[src/rtl/mdd_pkg.sv]
`default_nettype none
// ----------------------------------------------------------------------------
// mdd_pkg
// Shared types and constants for the datagram deframer: sections of a
// datagram, header layout, size limits and the token that runs from the
// parsing front end through the queue to the result stage.
// ----------------------------------------------------------------------------
package mdd_pkg;

	localparam int MAX_DATAGRAM = 2048;
	localparam int POS_W        = 12;
	localparam int POS_MAX      = 4095;
	localparam int OFFSET_W     = 11;
	localparam int SESSION_LAST = 9;
	localparam int SEQ_LAST     = 17;
	localparam int COUNT_LAST   = 19;
	localparam int QUEUE_DEPTH  = 4;
	localparam int QPTR_W       = $clog2(QUEUE_DEPTH);
	localparam int QCNT_W       = $clog2(QUEUE_DEPTH + 1);

	typedef enum logic [2:0] {
		SEC_SESSION  = 3'd0,
		SEC_SEQUENCE = 3'd1,
		SEC_COUNT    = 3'd2,
		SEC_LENGTH   = 3'd3,
		SEC_PAYLOAD  = 3'd4,
		SEC_EXCESS   = 3'd5
	} section_t;

	typedef struct packed {
		section_t              cls;
		logic [7:0]            value;
		logic [OFFSET_W-1:0]   offset;
		logic [15:0]           count;
		logic [15:0]           index;
		logic [15:0]           length;
		logic                  ended;
		logic                  done;
		logic                  truncated;
		logic                  overlong;
		logic                  last;
	} token_t;

endpackage
`default_nettype wire

[src/rtl/mdd_front.sv]
`default_nettype none
// ----------------------------------------------------------------------------
// mdd_front
// Parsing front end. Tracks the section of the datagram, the message count,
// the message lengths and the remaining payload, and classifies each byte
// into a token for the queue.
// ----------------------------------------------------------------------------
module mdd_front (
	input  wire logic            clk,
	input  wire logic            arst_n,
	input  wire logic            in_valid,
	input  wire logic [7:0]      data_byte,
	input  wire logic            last_byte,
	input  wire logic            q_full,
	output logic                 in_stall,
	output logic                 push,
	output mdd_pkg::token_t      push_token
);

	mdd_pkg::section_t              sec_q, sec_d;
	logic [mdd_pkg::POS_W-1:0]      pos_q;
	logic [15:0]                    count_q, count_d;
	logic [15:0]                    fin_q, fin_d;
	logic [15:0]                    len_q, len_d;
	logic [15:0]                    left_q, left_d;
	logic                           phase_q, phase_d;
	logic                           ended;
	logic                           done;
	logic                           finish;

	assign in_stall = q_full;
	assign push     = in_valid && !q_full;

	always_comb begin
		sec_d   = sec_q;
		count_d = count_q;
		fin_d   = fin_q;
		len_d   = len_q;
		left_d  = left_q;
		phase_d = phase_q;
		ended   = 1'b0;
		finish  = 1'b0;
		unique case (sec_q)
			mdd_pkg::SEC_SESSION: begin
				if (pos_q >= mdd_pkg::POS_W'(mdd_pkg::SESSION_LAST)) begin
					sec_d = mdd_pkg::SEC_SEQUENCE;
				end
			end
			mdd_pkg::SEC_SEQUENCE: begin
				if (pos_q >= mdd_pkg::POS_W'(mdd_pkg::SEQ_LAST)) begin
					sec_d = mdd_pkg::SEC_COUNT;
				end
			end
			mdd_pkg::SEC_COUNT: begin
				count_d = {count_q[7:0], data_byte};
				if (pos_q >= mdd_pkg::POS_W'(mdd_pkg::COUNT_LAST)) begin
					if (count_d == 16'd0) begin
						sec_d = mdd_pkg::SEC_EXCESS;
					end else begin
						sec_d   = mdd_pkg::SEC_LENGTH;
						phase_d = 1'b0;
					end
				end
			end
			mdd_pkg::SEC_LENGTH: begin
				if (!phase_q) begin
					len_d   = {data_byte, 8'h00};
					phase_d = 1'b1;
				end else begin
					len_d   = {len_q[15:8], data_byte};
					left_d  = len_d;
					phase_d = 1'b0;
					if (len_d == 16'd0) begin
						ended  = 1'b1;
						finish = 1'b1;
					end else begin
						sec_d = mdd_pkg::SEC_PAYLOAD;
					end
				end
			end
			mdd_pkg::SEC_PAYLOAD: begin
				left_d = left_q - 16'd1;
				if (left_d == 16'd0) begin
					ended  = 1'b1;
					finish = 1'b1;
				end
			end
			default: begin
				sec_d = mdd_pkg::SEC_EXCESS;
			end
		endcase
		if (finish) begin
			fin_d = fin_q + 16'd1;
			if (fin_d == count_q) begin
				sec_d = mdd_pkg::SEC_EXCESS;
			end else begin
				sec_d   = mdd_pkg::SEC_LENGTH;
				phase_d = 1'b0;
			end
		end
	end

	assign done = (sec_d == mdd_pkg::SEC_EXCESS);

	always_comb begin
		push_token.cls       = sec_q;
		push_token.value     = data_byte;
		push_token.offset    = pos_q[mdd_pkg::OFFSET_W-1:0];
		push_token.count     = count_d;
		push_token.index     = fin_q;
		push_token.length    = len_d;
		push_token.ended     = ended;
		push_token.done      = done;
		push_token.truncated = last_byte && !done;
		push_token.overlong  = {1'b0, pos_q} >= (mdd_pkg::POS_W + 1)'(mdd_pkg::MAX_DATAGRAM);
		push_token.last      = last_byte;
	end

	always_ff @(posedge clk or negedge arst_n) begin
		if (!arst_n) begin
			sec_q   <= mdd_pkg::SEC_SESSION;
			pos_q   <= '0;
			count_q <= '0;
			fin_q   <= '0;
			len_q   <= '0;
			left_q  <= '0;
			phase_q <= 1'b0;
		end else if (push) begin
			if (last_byte) begin
				sec_q   <= mdd_pkg::SEC_SESSION;
				pos_q   <= '0;
				count_q <= '0;
				fin_q   <= '0;
				len_q   <= '0;
				left_q  <= '0;
				phase_q <= 1'b0;
			end else begin
				sec_q   <= sec_d;
				count_q <= count_d;
				fin_q   <= fin_d;
				len_q   <= len_d;
				left_q  <= left_d;
				phase_q <= phase_d;
				if (pos_q < mdd_pkg::POS_W'(mdd_pkg::POS_MAX)) begin
					pos_q <= pos_q + mdd_pkg::POS_W'(1);
				end
			end
		end
	end

endmodule
`default_nettype wire

[src/rtl/mdd_queue.sv]
`default_nettype none
// ----------------------------------------------------------------------------
// mdd_queue
// Short first-in first-out queue of byte tokens between the parsing front
// end and the result stage.
// ----------------------------------------------------------------------------
module mdd_queue (
	input  wire logic            clk,
	input  wire logic            arst_n,
	input  wire logic            push,
	input  wire mdd_pkg::token_t push_token,
	input  wire logic            pop,
	output logic                 full,
	output logic                 q_valid,
	output mdd_pkg::token_t      pop_token
);

	mdd_pkg::token_t             mem_q [mdd_pkg::QUEUE_DEPTH];
	logic [mdd_pkg::QPTR_W-1:0]  wr_q;
	logic [mdd_pkg::QPTR_W-1:0]  rd_q;
	logic [mdd_pkg::QCNT_W-1:0]  cnt_q;

	assign full      = (cnt_q == mdd_pkg::QCNT_W'(mdd_pkg::QUEUE_DEPTH));
	assign q_valid   = (cnt_q != '0);
	assign pop_token = mem_q[rd_q];

	always_ff @(posedge clk) begin
		if (push) begin
			mem_q[wr_q] <= push_token;
		end
	end

	always_ff @(posedge clk or negedge arst_n) begin
		if (!arst_n) begin
			wr_q  <= '0;
			rd_q  <= '0;
			cnt_q <= '0;
		end else begin
			if (push) begin
				wr_q <= wr_q + mdd_pkg::QPTR_W'(1);
			end
			if (pop) begin
				rd_q <= rd_q + mdd_pkg::QPTR_W'(1);
			end
			if (push && !pop) begin
				cnt_q <= cnt_q + mdd_pkg::QCNT_W'(1);
			end else if (pop && !push) begin
				cnt_q <= cnt_q - mdd_pkg::QCNT_W'(1);
			end
		end
	end

endmodule
`default_nettype wire

[src/rtl/mdd_back.sv]
`default_nettype none
// ----------------------------------------------------------------------------
// mdd_back
// Result stage. Assembles the 64-bit sequence number from the sequence bytes
// and holds each finished result in an output register until it is taken.
// ----------------------------------------------------------------------------
module mdd_back (
	input  wire logic                        clk,
	input  wire logic                        arst_n,
	input  wire logic                        q_valid,
	input  wire mdd_pkg::token_t             pop_token,
	output logic                             pop,
	input  wire logic                        out_stall,
	output logic                             out_valid,
	output logic [2:0]                       byte_class,
	output logic [7:0]                       byte_value,
	output logic [mdd_pkg::OFFSET_W-1:0]     byte_offset,
	output logic [63:0]                      seq_number,
	output logic [15:0]                      msg_count,
	output logic [15:0]                      message_index,
	output logic [15:0]                      message_length,
	output logic                             message_end,
	output logic                             packet_done,
	output logic                             truncated,
	output logic                             overlong
);

	logic                   out_valid_q;
	logic [63:0]            seq_q;
	logic [63:0]            seq_d;
	mdd_pkg::token_t        tok_q;
	logic [63:0]            seq_out_q;

	assign pop = q_valid && (!out_valid_q || !out_stall);

	always_comb begin
		seq_d = seq_q;
		if (pop_token.cls == mdd_pkg::SEC_SEQUENCE) begin
			seq_d = {seq_q[55:0], pop_token.value};
		end
	end

	always_ff @(posedge clk or negedge arst_n) begin
		if (!arst_n) begin
			out_valid_q <= 1'b0;
			seq_q       <= '0;
		end else begin
			if (pop) begin
				out_valid_q <= 1'b1;
				seq_q       <= pop_token.last ? 64'd0 : seq_d;
			end else if (!out_stall) begin
				out_valid_q <= 1'b0;
			end
		end
	end

	always_ff @(posedge clk) begin
		if (pop) begin
			tok_q     <= pop_token;
			seq_out_q <= seq_d;
		end
	end

	assign out_valid       = out_valid_q;
	assign byte_class      = tok_q.cls;
	assign byte_value      = tok_q.value;
	assign byte_offset     = tok_q.offset;
	assign seq_number      = seq_out_q;
	assign msg_count       = tok_q.count;
	assign message_index   = tok_q.index;
	assign message_length  = tok_q.length;
	assign message_end     = tok_q.ended;
	assign packet_done     = tok_q.done;
	assign truncated       = tok_q.truncated;
	assign overlong        = tok_q.overlong;

endmodule
`default_nettype wire

[src/rtl/moldudp64_datagram_deframer_core.sv]
`default_nettype none
// ----------------------------------------------------------------------------
// moldudp64_datagram_deframer_core
// Splits a MoldUDP64 datagram, one byte per beat, into session, sequence,
// count, message length, payload and excess bytes, with one result beat per byte.
// ----------------------------------------------------------------------------
// The block takes one byte per clock cycle while in_stall is low and gives
// one result beat per byte, in order. A result passes through the queue and
// the output register after its byte is accepted. The rate is set by the
// parsing front end, which updates the section, count, length and payload
// counters for each accepted byte. A four-entry queue and an output register
// separate it from the result side, so input flows until five results wait.
module moldudp64_datagram_deframer_core (
	input  wire logic                        clk,
	input  wire logic                        arst_n,
	input  wire logic                        in_valid,
	output logic                             in_stall,
	input  wire logic [7:0]                  data_byte,
	input  wire logic                        last_byte,
	output logic                             out_valid,
	input  wire logic                        out_stall,
	output logic [2:0]                       byte_class,
	output logic [7:0]                       byte_value,
	output logic [mdd_pkg::OFFSET_W-1:0]     byte_offset,
	output logic [63:0]                      seq_number,
	output logic [15:0]                      msg_count,
	output logic [15:0]                      message_index,
	output logic [15:0]                      message_length,
	output logic                             message_end,
	output logic                             packet_done,
	output logic                             truncated,
	output logic                             overlong
);

	logic               push;
	logic               pop;
	logic               q_full;
	logic               q_valid;
	mdd_pkg::token_t    push_token;
	mdd_pkg::token_t    pop_token;

	mdd_front u_front (
		.clk        (clk),
		.arst_n     (arst_n),
		.in_valid   (in_valid),
		.data_byte  (data_byte),
		.last_byte  (last_byte),
		.q_full     (q_full),
		.in_stall   (in_stall),
		.push       (push),
		.push_token (push_token)
	);

	mdd_queue u_queue (
		.clk        (clk),
		.arst_n     (arst_n),
		.push       (push),
		.push_token (push_token),
		.pop        (pop),
		.full       (q_full),
		.q_valid    (q_valid),
		.pop_token  (pop_token)
	);

	mdd_back u_back (
		.clk             (clk),
		.arst_n          (arst_n),
		.q_valid         (q_valid),
		.pop_token       (pop_token),
		.pop             (pop),
		.out_stall       (out_stall),
		.out_valid       (out_valid),
		.byte_class      (byte_class),
		.byte_value      (byte_value),
		.byte_offset     (byte_offset),
		.seq_number      (seq_number),
		.msg_count       (msg_count),
		.message_index   (message_index),
		.message_length  (message_length),
		.message_end     (message_end),
		.packet_done     (packet_done),
		.truncated       (truncated),
		.overlong        (overlong)
	);

endmodule
`default_nettype wire

[config.mk]
export PLATFORM = sky130hd
export DESIGN_NAME = moldudp64_datagram_deframer_core
export DESIGN_NICKNAME = d
export VERILOG_FILES = /design/src/rtl/mdd_pkg.sv /design/src/rtl/mdd_front.sv /design/src/rtl/mdd_queue.sv /design/src/rtl/mdd_back.sv /design/src/rtl/moldudp64_datagram_deframer_core.sv
export SDC_FILE = /design/constraint.sdc
export NUM_CORES = 1
export LEC_CHECK = 0
export BUFFER_PORTS_ARGS = -buffer_cell sky130_fd_sc_hd__clkbuf_2
export CAP_MARGIN = 10
export CELL_PAD_IN_SITES_DETAIL_PLACEMENT = 1
export CELL_PAD_IN_SITES_GLOBAL_PLACEMENT = 1
export CORE_MARGIN = 8
export CORE_UTILIZATION = 51
export DETAILED_ROUTE_END_ITERATION = 8
export GPL_ROUTABILITY_DRIVEN = 0
export GPL_TIMING_DRIVEN = 0
export MAX_ROUTING_LAYER = met4
export PLACE_DENSITY = 0.82
export SYNTH_ARGS = -nofsm -noshare
export SYNTH_HDL_FRONTEND = slang
export SYNTH_HIERARCHICAL = 1
export SYNTH_SLANG_ARGS = --single-unit
[constraint.sdc]
create_clock -name clk -period 4.1 [get_ports clk]
set_input_delay 0.41 -clock clk [delete_from_list [all_inputs] [get_ports clk]]
set_output_delay 0.41 -clock clk [all_outputs]
set_load 0.1 [all_outputs]
# Word-level counts from Yosys, hierarchy flattened
# Memories as Yosys holds them, arrays and structs flattened.
# Index checks and enable logic that the tools add are counted.
word_totals:
  regBits: 290
  ram_bits: 300
  out_inout_bits: 140
  wordCells: 111
  mem_count: 1
classes:
  addsub: 7
  magnitude_cmp: 5
  eq_ne: 10
  mux: 41
  reduce_logical: 24
memory_table:
  columns: ["name", "words", "word_bits", "rd", "rd_clocked_by_memory_dff", "wr", "line_no", "source"]
  rows:
  - ["u_queue.mem_q", 4, 75, 1, 0, 1, "mdd_queue.sv:18", "mdd_pkg::token_t mem_q [mdd_pkg::QUEUE_DEPTH];"]
ops:
  columns: ["op", "count"]
  rows:
  - ["16-bit two-way mux", 9]
  - ["64-bit two-way mux", 2]
  - ["16-bit logical NOT", 3]
  - ["3-bit two-way mux", 11]
  - ["16-bit case mux with 2 select lines", 1]
  - ["12-bit by 5-bit >= comparator with 1-bit output, second input constant", 2]
  - ["12-bit two-way mux", 2]
  - ["16-bit by 1-bit adder with 16-bit output, second input constant", 1]
  - ["16-bit == test", 1]
  - ["16-bit by 1-bit subtractor with 16-bit output, second input constant", 1]
  - ["3-bit case mux with 5 select lines", 1]
  - ["1-bit two-way mux", 13]
  - ["12-bit by 1-bit adder with 12-bit output, second input constant", 1]
  - ["12-bit >= comparator, second input constant", 1]
  - ["12-bit by 4-bit >= comparator with 1-bit output, second input constant", 1]
  - ["12-bit less-than comparator, second input constant", 1]
  - ["3-bit == test, second input constant", 3]
  - ["3-bit by 1-bit == test with 1-bit output, second input constant", 2]
  - ["3-bit by 2-bit == test with 1-bit output, second input constant", 2]
  - ["1-bit logical NOT", 6]
  - ["2-bit nonzero test", 3]
  - ["3-bit nonzero test", 2]
  - ["1-bit logical AND", 5]
  - ["2-bit by 1-bit adder with 2-bit output, second input constant", 2]
  - ["9 further kinds", 11]

# Depth between registers and ports, before layout
depth:
  depth_word: 8
  mapped_depth: 12
  ltp_nobuf: 10

# Modules after synthesis
# The synthesis kept the hierarchy.
by_module_without_submodules:
  columns: ["mod", "instances", "cells_each", "area_each_um2", "seq_area_each_um2"]
  rows:
  - ["mdd_queue", 1, 426, 11247.0, 9183.8]
  - ["mdd_back", 1, 642, 8052.7, 5770.5]
  - ["mdd_front", 1, 624, 5452.7, 2001.9]

# Least setup slack after synthesis
# OpenSTA, ideal clock, no wires.
synth_timing:
  path_kind: "register to register"
  start: "register u_queue/cnt_q[2] in the netlist's numbering"
  end: "memory u_queue/mem_q[0][0] in the netlist's numbering (enable)"
  setup_ns: 0.441
  arrival_ns: 2.951
  setup_slack_ns: 0.707
  stages_incl_launch_ff: 7
  synth_period_minus_slack_ns: 3.393
  cell_sequence: "dfrtp_1 -> nor3b_1 -> nand2b_1 -> clkbuf_1 -> inv_1 -> buf_2 -> and2_1"
synth_between:
  elab_chain_cells: 5
synth_rtl:
  columns: ["element", "line_no", "source"]
  rows:
  - ["from (decl)", "mdd_queue.sv:21", "logic [mdd_pkg::QCNT_W-1:0] cnt_q;"]
  - ["from (signal assigned)", "mdd_queue.sv:46", "cnt_q <= cnt_q + mdd_pkg::QCNT_W'(1);"]
  - ["from (signal assigned)", "mdd_queue.sv:48", "cnt_q <= cnt_q - mdd_pkg::QCNT_W'(1);"]
  - ["3-bit == test", "mdd_queue.sv:23", "assign full = (cnt_q == mdd_pkg::QCNT_W'(mdd_pkg::QUEUE_DEPTH));"]
  - ["net q_full", "moldudp64_datagram_deframer_core.sv:37", "logic q_full;"]
  - ["1-bit logical NOT", "mdd_front.sv:32", "assign push = in_valid && !q_full;"]
  - ["1-bit logical AND", "mdd_front.sv:32", null]
  - ["net push", "moldudp64_datagram_deframer_core.sv:35", "logic push;"]
  - ["1-bit two-way mux", "mdd_queue.sv:28", "if (push) begin"]
  - ["1-bit two-way mux (implied by the code)", "mdd_queue.sv:29", "mem_q[wr_q] <= push_token;"]
  - ["to (decl)", "mdd_queue.sv:18", null]
# The timed path passes the listed nets, and every way through them passes these cells.

==> run summary <==
Status: completed
Synth warn: 6
Startpoint Class: flip-flop
CTS Sinks: 590
Final Hold Viols: 0
#FFs+latches synth: 590
Drt total wl: 64.2 mm
Slew Viols, Final: 0
Inst Count DP: 2465
Net Sw Frac: 0.445
Fmax: 264 MHz
Post-synth design cell area: 24800 um2
R2r setup slk: 0.31 ns
Setup Fix Bufs, Post-CTS: 0
Clock Latency Late Sink: 0.61 ns
Worst VDD drop: 0.536 mV
Gr usage total: 0.236
RSZ-0062 raised after global routing: false
Share of cells above drive strength 1: 0.224
Hold_sp: out_stall
Most frequent cells in the layout: edfxtp_1 (438), nand2_1 (309), dfrtp_1 (152)
Synth area leaders: edfxtp_1 (53%), dfrtp_1 (15%), mux4_2 (6.8%), nand2_1 (4.7%), o221ai_1 (1.9%)
Final Util: 0.592
Crit end category: flip-flop
WHS: 0.0595 ns
Total Nets Final: 1937
Pwr Density: 858 nW/um2
Via count: 15600
Critical path required time: 4.42 ns
Worst Tran Pin Value: 0.980 ns
GR Overflow Total: 0
Worst-path fanout max: 11
Synth area leader: edfxtp_1
Pin count of the biggest net entering global routing: 92
DR pass1 iterations: 5
Std cell rows: 80
CTS Buffer Depth: 3
Post-route insts no fill: 2576
WL per Instance: 24.9 um
Starting DRT DRC Count: 1399
Core ar.: 47800 um2
Resize count post-CTS: 0
DP HPWL: 43.5 mm
Part of the power in the clock network: 0.210
Max_cap viols: 0
Pleak: 10.9 nW
Initial Util: 0.517
DR vias/cell: 6.06
Fin crit share: 0.923
Dpl ws: 0.451 ns
Die area: 55800 um2
Final setup violation count: 0
Drt drc: 0
Comb power frac: 0.416
# hold bufs at CTS: 1
Yosys top cell area share: 0.531
R2R depth: 8
# H-tree levels: 2
Clock transition at path regs: 0.06 ns
Worst R2R End: u_queue/mem_q[2][2]$_DFFE_PP_
CP Class: flip-flop to flip-flop
Synth Flop Type: edfxtp_1
CP arrival: 4.11 ns
Mean Syn Cell Area: 14.6 um2
Hold Path End: u_back/out_valid$_DFFE_PN0P_
Final antenna-violating net count: 0
Flop pwr share: 0.374
Vias in the first global route: 16800
Skew final: 0.0363 ns
Worst hold path type: primary input to flip-flop
Total I/O pin count: 153
Commonest non-fill, non-tap cell in the layout: edfxtp_1
TritonCTS clock tree: yes
R2r startpoint: u_front/fin_q[0]$_DFFE_PN0P_
Antenna violations before repair: 2
Sw power: 10.8 mW
TritonCTS Buffers: 58
Post-layout minimum cycle time: 3.79 ns
First-pass GRT wire length: 101 mm
Total power: 24.3 mW
EDFF count, synth: 438
Die height: 236 um
Slew margin rel.: 0.344
Synth-to-Final Area Change: 14.4%
Synthesized Nets: 1718
Hold depth: 2
Root Buffer Master: clkbuf_16
Setup slack after layout: 0.314 ns
Post-synthesis sequential area ratio: 0.685
Asr flop ratio synth: 0.258
Die Wd: 236 um
Syn Inst Count: 1692
Yosys cell types: 84
Port bufs: 152
Internal: 13.5 mW
[how the worst max path moves through the flow]
stage | start | end | slack [ns] | cells after the start
floorplan | u_queue/cnt_q[2]$_DFFE_PN0P_ | u_queue/mem_q[0][0]$_DFFE_PP_ | 0.71 | 6
global placement | u_queue/cnt_q[2]$_DFFE_PN0P_ | u_queue/mem_q[3][20]$_DFFE_PP_ | -1.09 | 6
detailed placement | u_front/fin_q[0]$_DFFE_PN0P_ | u_queue/mem_q[1][2]$_DFFE_PP_ | 0.45 | 8
CTS | u_front/fin_q[0]$_DFFE_PN0P_ | u_queue/mem_q[2][2]$_DFFE_PP_ | 0.38 | 8
global route | u_front/fin_q[0]$_DFFE_PN0P_ | u_queue/mem_q[2][2]$_DFFE_PP_ | 0.14 | 8
finish | u_front/fin_q[0]$_DFFE_PN0P_ | u_queue/mem_q[2][2]$_DFFE_PP_ | 0.31 | 8
[cells in the mapped netlist (all sizes together), types with 3 or more instances]
cell       n
edfxtp   438
o22ai      3
nand4     12
dfrtp    152
ha        12
nand2b    62
nor4b      3
a22o      37
or3b       3
mux4      75
a21oi     32
nor2b      3
and4       4
buf       79
inv       23
nand2    311
mux2      24
a31oi      7
a21o       3
and3       5
o211ai    18
nand3b     9
nor3      22
nor4      20
clkbuf    47
nor2      52
o2bb2ai    3
a211oi     5
or4        3
nand3     33
xnor2     17
o221ai    55
or3        7
xor2      18
nor3b      4
and2       7
o21ai     48
o31ai      6
[per-layer routing]
layer,GRT usage,part of all wire,vias up
li1,-,-,6826
met1,0.306,0.42,8114
met2,0.382,0.49,535
met3,0.0389,0.064,126
met4,0.0726,0.027,0
met5,-,0,-
[area by class of cell]
| cell class | count | area [um2] |
|---|---|---|
| Fill cell | 4550 | 19500 |
| Sequential cell | 590 | 17000 |
| Multi-Input combinational cell | 953 | 6950 |
| Clock buffer | 88 | 1670 |
| Timing Repair Buffer | 159 | 945 |
| Buffer | 126 | 772 |
| Tap cell | 615 | 769 |
| Clock inverter | 21 | 164 |
| Inverter | 23 | 86.3 |
| Antenna cell | 1 | 2.50 |
[cells by family after synthesis]
family	Yosys count	share of synthesized area
AOI/OAI and AO/OA	238	0.0714
xor gates and xnor gates	36	0.0133
adders and majority gates	13	0.00687
buffers and inverters	149	0.0347
DFF	590	0.685
muxes	100	0.0796
and+or+nand+nor	566	0.109
[critical path, cell delays in order (launching register included)]
cell and delay (ns):
dfrtp_1 0.59, ha_1 0.36, nand3_1 0.34, nor4_1 0.71
xnor2_1 0.21, nand3_1 0.10, nor4_1 0.65, nand2_1 0.25
and3_1 0.29
[per-stage QoR]
step,cell area (um2),TNS [ns]
after global placement,26300,-363.40
after floorplan,24800,0
after CTS,28300,0
after detailed placement,26500,0
final,28300,0
after global routing,28300,0
[power by group through the flow]
stage / Combinational [mW] / Clock (mW) / Sequential, mW
2_1_floorplan: 3.33 / 0 / 13.6
3_3_place_gp: 9.81 / 0 / 9.16
3_5_place_dp: 10.1 / 0 / 9.19
4_1_cts: 10.2 / 5.23 / 9.08
5_1_grt: 10.6 / 5.40 / 9.22
6_report: 10.1 / 5.11 / 9.08
[registers in the layout, summed over array words and instances, names as in the netlist, 2 cells and up]
signal                 count
u_back/byte_value          8
u_back/seq_number         64
u_front/len_q             16
u_back/byte_offset        11
u_queue/cnt_q              3
u_back/message_index      16
u_back/msg_count          16
u_back/message_length     16
u_queue/wr_q               2
u_queue/rd_q               2
u_front/pos_q             12
u_front/fin_q             16
u_back/seq_q              64
u_front/count_q           16
u_front/sec_q              3
u_queue/mem_q            300
u_front/left_q            16
u_back/byte_class          3
No activity file was read; power rests on OpenSTA's default activity.
